<file path="src/design/url_percent_decoder_macros.svh">
// Assertion macros for the URL percent decoder.
// Included by files that carry concurrent assertions; no other dependencies.
`ifndef URL_PERCENT_DECODER_MACROS_SVH
`define URL_PERCENT_DECODER_MACROS_SVH
`ifndef SYNTHESIS
`define UPD_ASSERT_IMPL(label, clk, rst, ante, cons, msg) \
  label: assert property (@(posedge clk) disable iff (rst) (ante) |-> (cons)) else $error(msg);
`define UPD_ASSERT_NEVER(label, clk, rst, cond, msg) \
  label: assert property (@(posedge clk) disable iff (rst) !(cond)) else $error(msg);
`else
`define UPD_ASSERT_IMPL(label, clk, rst, ante, cons, msg)
`define UPD_ASSERT_NEVER(label, clk, rst, cond, msg)
`endif
`endif

</file>
<file path="src/design/upd_pkg.sv">
// Shared types, constants and helpers for the URL percent decoder.
// No dependencies; used by every module of the block.
package upd_pkg;

  localparam int QDepth = 4;
  localparam int QAw = $clog2(QDepth);

  localparam logic [7:0] CH_PERCENT = 8'h25;
  localparam logic [7:0] CH_PLUS = 8'h2B;
  localparam logic [7:0] CH_SPACE = 8'h20;
  localparam logic [7:0] CH_NUL = 8'h00;

  localparam logic REG_OUT_CAPACITY = 1'b0;
  localparam logic REG_PLUS_AS_SPACE = 1'b1;

  localparam logic [15:0] CAPACITY_RESET = 16'd256;

  typedef struct packed {
    logic [2:0][7:0] bytes;
    logic [1:0] cnt;
    logic is_end;
  } upd_entry_t;

  function automatic logic [4:0] hex_nibble(input logic [7:0] ch);
    logic [4:0] r;
    r = 5'd0;
    if (ch >= 8'h30 && ch <= 8'h39) begin
      r = {1'b1, 4'(ch - 8'h30)};
    end else if (ch >= 8'h61 && ch <= 8'h66) begin
      r = {1'b1, 4'(ch - 8'h57)};
    end else if (ch >= 8'h41 && ch <= 8'h46) begin
      r = {1'b1, 4'(ch - 8'h37)};
    end
    return r;
  endfunction

endpackage

</file>
<file path="src/design/upd_front.sv">
// Front end of the URL percent decoder: accepts text bytes and tracks escapes.
// Depends on upd_pkg; pushes the bytes each item yields into the queue.
module upd_front (
  input  logic               clk,
  input  logic               rst,
  input  logic               in_valid,
  output logic               in_stall,
  input  logic [7:0]         in_byte,
  input  logic               plus_as_space,
  input  logic               q_full,
  output logic               push,
  output upd_pkg::upd_entry_t push_entry
);
  import upd_pkg::*;

  typedef enum logic [1:0] {
    HELD_NONE,
    HELD_PCT,
    HELD_DIGIT
  } held_t;

  held_t held;
  held_t held_next;
  logic [7:0] held_digit;
  logic [7:0] held_digit_next;
  logic accept;
  logic fresh_emit;
  logic [7:0] fresh_val;
  held_t fresh_held;
  logic [4:0] lo_nib;
  logic [4:0] hi_nib;
  upd_entry_t ent;

  assign in_stall = q_full;
  assign accept = in_valid && !in_stall;
  assign lo_nib = hex_nibble(in_byte);
  assign hi_nib = hex_nibble(held_digit);
  assign fresh_emit = (in_byte != CH_PERCENT);
  assign fresh_val = (plus_as_space && in_byte == CH_PLUS) ? CH_SPACE : in_byte;
  assign fresh_held = fresh_emit ? HELD_NONE : HELD_PCT;

  always_comb begin
    ent = '0;
    held_next = held;
    held_digit_next = held_digit;
    if (in_byte == CH_NUL) begin
      ent.is_end = 1'b1;
      ent.bytes[0] = CH_PERCENT;
      ent.bytes[1] = held_digit;
      case (held)
        HELD_PCT: ent.cnt = 2'd1;
        HELD_DIGIT: ent.cnt = 2'd2;
        default: ent.cnt = 2'd0;
      endcase
      held_next = HELD_NONE;
      held_digit_next = '0;
    end else begin
      case (held)
        HELD_NONE: begin
          ent.bytes[0] = fresh_val;
          ent.cnt = fresh_emit ? 2'd1 : 2'd0;
          held_next = fresh_held;
        end
        HELD_PCT: begin
          if (lo_nib[4]) begin
            held_digit_next = in_byte;
            held_next = HELD_DIGIT;
          end else begin
            ent.bytes[0] = CH_PERCENT;
            ent.bytes[1] = fresh_val;
            ent.cnt = fresh_emit ? 2'd2 : 2'd1;
            held_next = fresh_held;
          end
        end
        HELD_DIGIT: begin
          held_digit_next = '0;
          if (lo_nib[4] && hi_nib[4]) begin
            ent.bytes[0] = {hi_nib[3:0], lo_nib[3:0]};
            ent.cnt = 2'd1;
            held_next = HELD_NONE;
          end else begin
            ent.bytes[0] = CH_PERCENT;
            ent.bytes[1] = held_digit;
            ent.bytes[2] = fresh_val;
            ent.cnt = fresh_emit ? 2'd3 : 2'd2;
            held_next = fresh_held;
          end
        end
        default: held_next = HELD_NONE;
      endcase
    end
  end

  assign push = accept && (ent.cnt != 2'd0 || ent.is_end);
  assign push_entry = ent;

  always_ff @(posedge clk) begin
    if (rst) begin
      held <= HELD_NONE;
      held_digit <= '0;
    end else if (accept) begin
      held <= held_next;
      held_digit <= held_digit_next;
    end
  end

endmodule

</file>
<file path="src/design/upd_queue.sv">
// Short queue between the front end and the back end of the decoder.
// Depends on upd_pkg for the entry type and depth.
module upd_queue (
  input  logic               clk,
  input  logic               rst,
  input  logic               push,
  input  upd_pkg::upd_entry_t push_entry,
  input  logic               pop,
  output upd_pkg::upd_entry_t head,
  output logic               head_valid,
  output logic               full
);
  import upd_pkg::*;

  upd_entry_t slots [QDepth];
  logic [QAw-1:0] wr_ptr;
  logic [QAw-1:0] rd_ptr;
  logic [QAw:0] count;
  logic do_pop;
  logic do_push;

  assign do_pop = pop && head_valid;
  assign do_push = push && !full;
  assign head_valid = (count != '0);
  assign full = (count == (QAw+1)'(QDepth));
  assign head = slots[rd_ptr];

  always_ff @(posedge clk) begin
    if (do_push) begin
      slots[wr_ptr] <= push_entry;
    end
  end

  always_ff @(posedge clk) begin
    if (rst) begin
      wr_ptr <= '0;
      rd_ptr <= '0;
      count <= '0;
    end else begin
      if (do_push) begin
        wr_ptr <= wr_ptr + QAw'(1);
      end
      if (do_pop) begin
        rd_ptr <= rd_ptr + QAw'(1);
      end
      case ({do_push, do_pop})
        2'b10: count <= count + (QAw+1)'(1);
        2'b01: count <= count - (QAw+1)'(1);
        default: count <= count;
      endcase
    end
  end

endmodule

</file>
<file path="src/design/upd_back.sv">
// Back end of the decoder: applies the capacity limit and emits results.
// Depends on upd_pkg; drains the queue and drives the output register.
module upd_back (
  input  logic               clk,
  input  logic               rst,
  input  logic [15:0]        out_capacity,
  input  upd_pkg::upd_entry_t head,
  input  logic               head_valid,
  output logic               pop,
  output logic               out_valid,
  input  logic               out_stall,
  output logic [7:0]         out_byte,
  output logic               byte_valid,
  output logic               text_end,
  output logic [15:0]        total_length,
  output logic               last_of_run
);
  import upd_pkg::*;

  logic [15:0] emitted;
  logic [15:0] emitted_next;
  logic [1:0] idx;
  logic [1:0] idx_next;
  logic load_ok;
  logic produce;
  logic pass;
  logic pass2;
  logic [7:0] r_byte;
  logic r_bv;
  logic r_end;
  logic [15:0] r_total;
  logic r_last;

  assign load_ok = !out_valid || !out_stall;
  assign pass = ({1'b0, emitted} + 17'd1) < {1'b0, out_capacity};
  assign pass2 = ({1'b0, emitted} + 17'd2) < {1'b0, out_capacity};

  always_comb begin
    pop = 1'b0;
    produce = 1'b0;
    emitted_next = emitted;
    idx_next = idx;
    r_byte = '0;
    r_bv = 1'b0;
    r_end = 1'b0;
    r_total = emitted;
    r_last = 1'b0;
    if (head_valid && load_ok) begin
      if (idx < head.cnt && pass) begin
        produce = 1'b1;
        r_byte = head.bytes[idx];
        r_bv = 1'b1;
        r_end = head.is_end;
        r_total = emitted + 16'd1;
        emitted_next = emitted + 16'd1;
        r_last = !head.is_end && ((idx == head.cnt - 2'd1) || !pass2);
        if (r_last) begin
          pop = 1'b1;
          idx_next = '0;
        end else begin
          idx_next = idx + 2'd1;
        end
      end else if (idx < head.cnt && !head.is_end) begin
        pop = 1'b1;
        idx_next = '0;
      end else begin
        produce = 1'b1;
        r_end = 1'b1;
        r_last = 1'b1;
        emitted_next = '0;
        pop = 1'b1;
        idx_next = '0;
      end
    end
  end

  always_ff @(posedge clk) begin
    if (rst) begin
      emitted <= '0;
      idx <= '0;
      out_valid <= 1'b0;
    end else begin
      emitted <= emitted_next;
      idx <= idx_next;
      if (load_ok) begin
        out_valid <= produce;
      end
    end
  end

  always_ff @(posedge clk) begin
    if (load_ok && produce) begin
      out_byte <= r_byte;
      byte_valid <= r_bv;
      text_end <= r_end;
      total_length <= r_total;
      last_of_run <= r_last;
    end
  end

endmodule

</file>
<file path="src/design/url_percent_decoder.sv">
// Top level of the streaming URL percent decoder.
// Depends on upd_pkg, upd_front, upd_queue, upd_back and the assertion macros.
//
// Text bytes enter on the in channel (in_valid, in_stall, in_byte), one per
// transaction; a zero byte ends the text. Results leave on the out channel
// (out_valid, out_stall and the result fields), one per transaction, with
// last_of_run marking the final result of each input byte.
// The front end takes a byte every cycle while the four-entry queue has room.
// A byte's results are written into the queue, then loaded into the output
// register before they are presented on the out channel. The back end emits
// one result per cycle while out_stall is low; a byte that yields two or
// three results (broken escapes, flushes at the end of text) holds the queue
// head until all are out, and one whose output is dropped at the capacity
// limit is popped with no result. When out_stall is high the output register
// holds its result, the queue fills, and in_stall rises once it is full.
// Reset clears the escape state, the queue, the byte count, out_capacity
// to 256 and plus_as_space to 0. The configuration port is always ready.
module url_percent_decoder (
  input  logic        clk,
  input  logic        rst,
  input  logic        in_valid,
  output logic        in_stall,
  input  logic [7:0]  in_byte,
  output logic        out_valid,
  input  logic        out_stall,
  output logic [7:0]  out_byte,
  output logic        byte_valid,
  output logic        text_end,
  output logic [15:0] total_length,
  output logic        last_of_run,
  input  logic        cfg_valid,
  output logic        cfg_ready,
  input  logic        cfg_index,
  input  logic [15:0] cfg_data
);
  import upd_pkg::*;

  `include "url_percent_decoder_macros.svh"

  logic [15:0] out_capacity;
  logic plus_as_space;
  logic push;
  upd_entry_t push_entry;
  logic pop;
  upd_entry_t head;
  logic head_valid;
  logic q_full;

  assign cfg_ready = 1'b1;

  always_ff @(posedge clk) begin
    if (rst) begin
      out_capacity <= CAPACITY_RESET;
      plus_as_space <= 1'b0;
    end else if (cfg_valid && cfg_ready) begin
      case (cfg_index)
        REG_OUT_CAPACITY: out_capacity <= cfg_data;
        REG_PLUS_AS_SPACE: plus_as_space <= cfg_data[0];
        default: out_capacity <= out_capacity;
      endcase
    end
  end

  upd_front u_front (
    .clk(clk),
    .rst(rst),
    .in_valid(in_valid),
    .in_stall(in_stall),
    .in_byte(in_byte),
    .plus_as_space(plus_as_space),
    .q_full(q_full),
    .push(push),
    .push_entry(push_entry)
  );

  upd_queue u_queue (
    .clk(clk),
    .rst(rst),
    .push(push),
    .push_entry(push_entry),
    .pop(pop),
    .head(head),
    .head_valid(head_valid),
    .full(q_full)
  );

  upd_back u_back (
    .clk(clk),
    .rst(rst),
    .out_capacity(out_capacity),
    .head(head),
    .head_valid(head_valid),
    .pop(pop),
    .out_valid(out_valid),
    .out_stall(out_stall),
    .out_byte(out_byte),
    .byte_valid(byte_valid),
    .text_end(text_end),
    .total_length(total_length),
    .last_of_run(last_of_run)
  );

  `UPD_ASSERT_IMPL(a_end_marker, clk, rst, out_valid && !byte_valid,
                   text_end && last_of_run && out_byte == 8'd0, "End result is malformed.")
  `UPD_ASSERT_IMPL(a_byte_counted, clk, rst, out_valid && byte_valid,
                   total_length != 16'd0, "Byte result carries a zero length.")
  `UPD_ASSERT_NEVER(a_push_when_full, clk, rst, push && q_full, "Queue pushed while full.")

endmodule

</file>
<file path="config.mk">
export PLATFORM = sky130hd
export DESIGN_NAME = url_percent_decoder
export DESIGN_NICKNAME = d
export VERILOG_FILES = /design/src/design/upd_pkg.sv /design/src/design/upd_front.sv /design/src/design/upd_queue.sv /design/src/design/upd_back.sv /design/src/design/url_percent_decoder.sv
export VERILOG_INCLUDE_DIRS = /design/src /design/src/design
export SDC_FILE = /design/constraint.sdc
export NUM_CORES = 1
export LEC_CHECK = 0
export BUFFER_PORTS_ARGS = -buffer_cell sky130_fd_sc_hd__buf_2
export CORE_ASPECT_RATIO = 0.7
export CORE_MARGIN = 1
export CORE_UTILIZATION = 45
export DETAILED_ROUTE_END_ITERATION = 8
export PLACE_DENSITY = 0.73
export RECOVER_POWER = 50
export SYNTH_ARGS = -nofsm -noshare
export SYNTH_HDL_FRONTEND = slang
export SYNTH_SLANG_ARGS = --single-unit
</file>
<file path="constraint.sdc">
create_clock -name clk -period 4.9 [get_ports clk]
set_input_delay 0.49 -clock clk [delete_from_list [all_inputs] [get_ports clk]]
set_output_delay 0.49 -clock clk [all_outputs]
set_load 0.01 [all_outputs]
</file>
== After elaboration in Yosys (flattened, before gate mapping) ==
Memories as Yosys holds them, arrays and structs flattened. A register that Yosys moved wholly into a read port is not among the register bits.
Index checks and enable logic that the tools add are counted.
Word-level totals
  memories kept: 1
  logic and storage cells: 144
  bits in writable memories: 108
  bits of input ports: 30
  register bits after elaboration: 80
Memories
  u_queue.slots: words 4, width 27, read ports 1, clocked after memory_dff 1, write ports 1, RTL line upd_queue.sv:15  | upd_entry_t slots [QDepth];
Cells by class
  add/subtract/negate cells: 15
  reductions and logical operators: 36
  bitwise operators: 1
  equal/unequal tests: 10
  $lt $le $gt $ge: 16
  mux-type cells: 50
Operators with widths (number)
  $mux W16: 5
  $mux W8: 6
  $mux W18: 2
  $lt A17 B16 Y1: 2
  $ge A8 B7 Y1 const B: 4
  $le A8 B7 Y1 const B: 4
  $pmux W8 S2: 2
  $mux W5: 6
  $pmux W10 S3: 1
  $add A16 B1 Y17 const B: 1
  $add A16 B2 Y17 const B: 1
  $logic_and A1 B1 Y1: 17
  $add A16 B1 Y16 const B: 1
  $bmux W8 S2: 1
  $ge A8 B6 Y1 const B: 2
  $le A8 B6 Y1 const B: 2
  $mux W2: 8
  $sub A4 B3 Y4 const B: 4
  $mux W1: 15
  $mux W10: 1
  $eq A8 B6 Y1 const B: 1
  $logic_not A8 Y1: 1
  $ne A8 B6 Y1 const B: 1
  $reduce_and A2 Y1: 4
  23 further kinds: 36

== Depth between registers and ports, before layout ==
  depth after elaboration: 15
  gate-level depth with buffers: 19
  depth with buffers taken out: 19

== Hierarchy ==
Synthesis repeated with hierarchy kept, for this count alone.
Unflattened totals
  cell total of the unflattened synthesis: 828
  area total of the unflattened synthesis: 10128.5 um2
Modules (own cells, without submodules)
  upd_queue: sequential area each 3423.3 um2, cells each 193, area an instance 4419.2 um2, times used 1
  upd_back: sequential area each 1191.1 um2, cells each 395, area an instance 3488.3 um2, times used 1
  upd_front: sequential area each 200.2 um2, cells each 163, area an instance 1415.1 um2, times used 1
  url_percent_decoder: sequential area each 340.3 um2, cells each 77, area an instance 805.8 um2, times used 1

== Worst setup path before layout ==
No wires, ideal clock.
  path type: register to register
  from: reg u_back.emitted[1]
  to: reg u_queue.count[2]
  data arrival time: 4.050 ns
  stages on the path, launching flop included: 20
  setup slack: 0.780 ns
  period minus slack after synthesis: 4.120 ns
  required time: 4.830 ns
  buffers on the path: 1
  cell sequence: dfxtp_1 > ha_1 > nand3_1 > nor3_1 > and3_1 > clkbuf_1 > nand2_1 > xnor2_1 > ha_1 > a211oi_2 > o211ai_1 > o21a_1 > a311oi_2 > a21oi_2 > ha_1 > inv_1 > fa_1 > xor2_1 > or3_1 > a21oi_1
Between the ends
  cells in the longest elaborated chain, start to end: 11
  elaborated cells on any way between the ends: 16
  those cells by class: add/sub: 2; order compare: 2; eq/ne: 2; mux: 4; reduce/logical: 6
RTL lines
  from (decl): RTL line upd_back.sv:20  | logic [15:0] emitted;
  from (signal assigned): RTL line upd_back.sv:83  | emitted <= emitted_next;
  $add A16 B2 Y17: RTL line upd_back.sv:36  | assign pass2 = ({1'b0, emitted} + 17'd2) < {1'b0, out_capacity};
  $lt A17 B16 Y1: RTL line upd_back.sv:36
  $logic_not A1 Y1: RTL line upd_back.sv:56  | r_last = !head.is_end && ((idx == head.cnt - 2'd1) || !pass2);
  $logic_or A1 B1 Y1: RTL line upd_back.sv:56
  $logic_and A1 B1 Y1: RTL line upd_back.sv:56
  $mux W1: RTL line upd_back.sv:57  | if (r_last) begin
  $mux W1 (*): RTL line upd_back.sv:49  | if (idx < head.cnt && pass) begin
  $mux W1 (*): RTL line upd_back.sv:48  | if (head_valid && load_ok) begin
  $logic_and A1 B1 Y1 (*): RTL line upd_queue.sv:22  | assign do_pop = pop && head_valid;
  named net u_queue.do_pop: RTL line upd_queue.sv:19  | logic do_pop;
  $eq A2 B1 Y1 / $eq A2 B2 Y1 (equally long branches): RTL line upd_queue.sv:46  | case ({do_push, do_pop})
  $pmux W3 S2 / $reduce_bool A2 Y1 (equally long branches)
  to (signal assigned): RTL line upd_queue.sv:47  | 2'b10: count <= count + (QAw+1)'(1);
  to (signal assigned): RTL line upd_queue.sv:48  | 2'b01: count <= count - (QAw+1)'(1);
  to (signal assigned): RTL line upd_queue.sv:49  | default: count <= count;
  to (decl): RTL line upd_queue.sv:18  | logic [QAw:0] count;
The timed path passes the listed nets; every way through them passes the cells marked *.
A chain may end at the register's enable or synchronous reset.

== Worst setup path in the final report ==
Same ends and word-level chain as after synthesis.

==> impl_results.md <==
- Net count, final: 946
- Count of unique library cells instantiated by Yosys: 67
- Cell chosen for the clock root: sky130_fd_sc_hd__clkbuf_16
- Max-cap check violation count: 1
- Startpoint class of the critical path: flip-flop
- Number of detailed-route iterations in the first pass: 5
- Antenna violations before repair: 0
- Hold Fails Final Rpt: 0
- F_max: 226 MHz
- Main flop type after synthesis: sky130_fd_sc_hd__edfxtp_1
- Proportion of synthesized flip-flops having asynchronous set or reset: 0
- Setup Total Neg Slack: 0 ns
- Core footprint: 20800 um^2
- Combinational power share: 0.295
- Placed insts: 1119
- Clock period minus final worst setup slack: 4.42 ns
- Final core utilization: 0.510
- CTS Buf Count: 17
- Vias: 6458
- Ant diodes: 0
- Number of antenna-violating nets in the routed design: 0
- Total of buffers placed on input and output ports: 58
- Number of DRC markers after the initial detailed-route iteration: 636
- Maximum clock insertion buffer count: 2
- Post-synth EDFFs: 135
- WL/cell: 18.3 um
- Number of buffers inserted for hold repair after clock tree synthesis: 0
- VDD IR-drop max: 0.000373 V
- Layout cell share with drive strength beyond 1: 0.134
- Portion of total power attributed to the clock network: 0.267
- Final HPWL DP: 14700 um
- #FFs+latches synth: 190
- Cell area after layout: 10600 um^2
- Number of instances in the synthesized netlist: 817
- Share of total power in sequential cells: 0.438
- Number of global-route vias before repair: 5891
- Synthesized area per cell: 11.7 um^2
- Worst hold start: cfg_data[8]
- Launch point of the critical path: u_back.emitted[1]$_SDFFE_PP0P_
- Pin count of the biggest net entering global routing: 56
- Combined area of all synthesized cells: 9560 um^2
- Clock Sinks: 190
- Clock latency reported for the late side of the worst-skew pair: 0.44 ns
- Post-DR vias/cell: 5.61
- Unrepaired setup endpoints after global routing: false
- Count of instances resized after the clock tree is built: 0
- Final Slew Violations: 56
- Number of post-CTS setup repair buffers: 0
- Status: complete, but fails checks
- R2r startpoint: u_back.emitted[1]$_SDFFE_PP0P_
- Violated checks: capacitance limit, slew limit
- Net switching power of the design: 1670 uW
- Global route overflow: 0
- Placer Congestion: 0.960
- Normalized max-slew margin: -0.724
- Fraction of power spent switching nets: 0.339
- Crit path required time: 5.24 ns
- Seq/Total Area, Yosys: 0.539
- Kind of capture point of the worst setup path: flip-flop
- Area of the die: 21900 um^2
- Worst-case clock skew: 0.0125 ns
- Final period utilization: 0.903
- Number of nets produced by synthesis: 901
- Overall track demand over capacity in global routing: 0.201
- Total I/O pin count: 60
- Measured slew at the worst slew-check pin: 2.59 ns
- Initial cell density of the core: 0.461
- Count of warnings emitted by yosys: 0
- Total leakage power: 0.00387 uW
- Data arrival time of the critical path: 4.76 ns
- Maximum level of the CTS H-tree: 4
- Layout overhead on the synthesized area: 10.6%
- Class of the tightest hold or removal check: input pin to flip-flop
- Filler instances: 1815
- DRC violation count after routing: 0
- Global-route wire length before repair: 32900 um
- Width of the die: 176 um
- Category of the most critical setup path: flip-flop to flip-flop
- Pwr per Cell Area: 466 nW/um^2
- Crit path max fanout: 6
- Drt total wl: 21000 um
- Chip Height: 124 um
- Instance area after placement: 10100 um^2
- Post-CTS clock slew at the launch and capture registers of the worst setup and hold paths: 0.07 ns
- Setup-violating endpoint count in the final report: 0
- Final cell count without fillers: 1151
- CTS tree: yes
- Cell Rows: 44
- Sum of internal, switching and leakage power: 4940 uW
- Internal Power: 3260 uW
[synthesized netlist by cell type (all sizes together), types with 13 or more instances]
cell / number / area [um^2]
edfxtp: 135 / 4050
nand2: 80 / 310
a21oi: 65 / 329
nor2: 64 / 243
dfxtp: 55 / 1100
ha: 53 / 663
inv: 42 / 163
o21ai: 28 / 151
mux4: 27 / 619
xnor2: 27 / 236
clkbuf: 26 / 98.8
buf: 23 / 146
nand3: 23 / 115
xor2: 23 / 201
and3: 13 / 91.3
nand4: 13 / 81.3
[flip-flops by register name, indices dropped and copies added, names as in the netlist, 3 cells and up, named ones only]
register,flops
u_back.out_byte,8
out_capacity,16
u_queue.count,3
u_front.held_digit,8
u_back.total_length,16
u_back.emitted,16
u_queue.slots,108
[cell families (layout without fill, tap and decap cells)]
kind of cell / Yosys count / in the layout / share of synthesized area
XOR/XNOR: 50 / 50 / 0.0458
buffers and inverters: 92 / 150 / 0.0430
other: 1 / 1 / 0.000392
adder cells (fa/ha/maj): 54 / 54 / 0.0714
AO/OA/AOI/OAI: 157 / 157 / 0.106
multiplexers: 42 / 42 / 0.0808
flip-flops: 190 / 190 / 0.539
AND/OR/NAND/NOR: 231 / 231 / 0.114
[routing by layer]
metal	GRT usage	share of wire	wire length (um)
met1	0.320	0.50	10500
met3	0.0519	0.087	1830
met5	0	0	0
met4	0.0489	0.0095	199
met2	0.264	0.40	8460
[path summary, 6_finish.rpt]
check / end / slack, ns / cells past startpoint
hold reg to reg: out_capacity[15]$_SDFFE_PP0P_ / 0.46 / 2
setup reg to reg: u_queue.count[2]$_SDFFE_PP0P_ / 0.48 / 18
setup / recovery: u_queue.count[2]$_SDFFE_PP0P_ / 0.48 / 18
hold / removal: out_capacity[8]$_SDFFE_PP1P_ / 0.26 / 2
[per-stage QoR]
step	hold WS, ns	setup WS (ns)
6_report	0.264	0.477
4_1_cts	0.256	0.511
5_1_grt	0.251	0.208
2_1_floorplan	0.436	0.780
3_3_place_gp	0.445	0.601
3_5_place_dp	0.448	0.519
[power groups by stage]
stage | Sequential (uW) | Clock (uW) | Combinational, uW
finish | 2160 | 1320 | 1460
detailed placement | 2200 | 0 | 1490
global placement | 2190 | 0 | 1470
global route | 2190 | 1400 | 1610
CTS | 2160 | 1340 | 1500
floorplan | 2230 | 0 | 973
[critical path: stages, from the launching register on]
cell	delay [ns]
sky130_fd_sc_hd__dfxtp_1	0.40
sky130_fd_sc_hd__ha_1	0.28
sky130_fd_sc_hd__and3_4	0.23
sky130_fd_sc_hd__and3_1	0.35
sky130_fd_sc_hd__and3_1	0.22
sky130_fd_sc_hd__xor2_1	0.25
sky130_fd_sc_hd__ha_1	0.20
sky130_fd_sc_hd__nand4_1	0.11
sky130_fd_sc_hd__or2_2	0.31
sky130_fd_sc_hd__o22ai_1	0.13
sky130_fd_sc_hd__o21a_1	0.26
sky130_fd_sc_hd__a311oi_2	0.09
sky130_fd_sc_hd__a21oi_2	0.24
sky130_fd_sc_hd__ha_1	0.22
sky130_fd_sc_hd__inv_1	0.06
sky130_fd_sc_hd__fa_1	0.38
sky130_fd_sc_hd__xor2_1	0.16
sky130_fd_sc_hd__or3_1	0.30
sky130_fd_sc_hd__a21oi_1	0.14
[area by class of cell]
cell class                      count  area [um^2]  area share
Clock buffer                       18          439      0.0415
Clock inverter                     14          121      0.0115
Sequential cell                   190         5160       0.487
Timing Repair Buffer               75          368      0.0348
Inverter                           43          166      0.0157
Multi-Input combinational cell    535         3990       0.377
Tap cell                          276          345      0.0326
[placed cells by master, fill, tap and decap left out, types with 17 or more instances in the layout]
cell type,netlist,final
sky130_fd_sc_hd__a21oi_1,64,64
sky130_fd_sc_hd__buf_2,12,27
sky130_fd_sc_hd__clkbuf_1,25,32
sky130_fd_sc_hd__clkbuf_16,0,17
sky130_fd_sc_hd__dfxtp_1,55,54
sky130_fd_sc_hd__edfxtp_1,135,135
sky130_fd_sc_hd__ha_1,53,53
sky130_fd_sc_hd__inv_1,41,41
sky130_fd_sc_hd__mux4_2,24,24
sky130_fd_sc_hd__nand2_1,78,78
sky130_fd_sc_hd__nand3_1,23,23
sky130_fd_sc_hd__nor2_1,63,64
sky130_fd_sc_hd__o21ai_0,25,26
sky130_fd_sc_hd__xnor2_1,27,27
sky130_fd_sc_hd__xor2_1,23,23
Power figures use the tool's default switching activity.
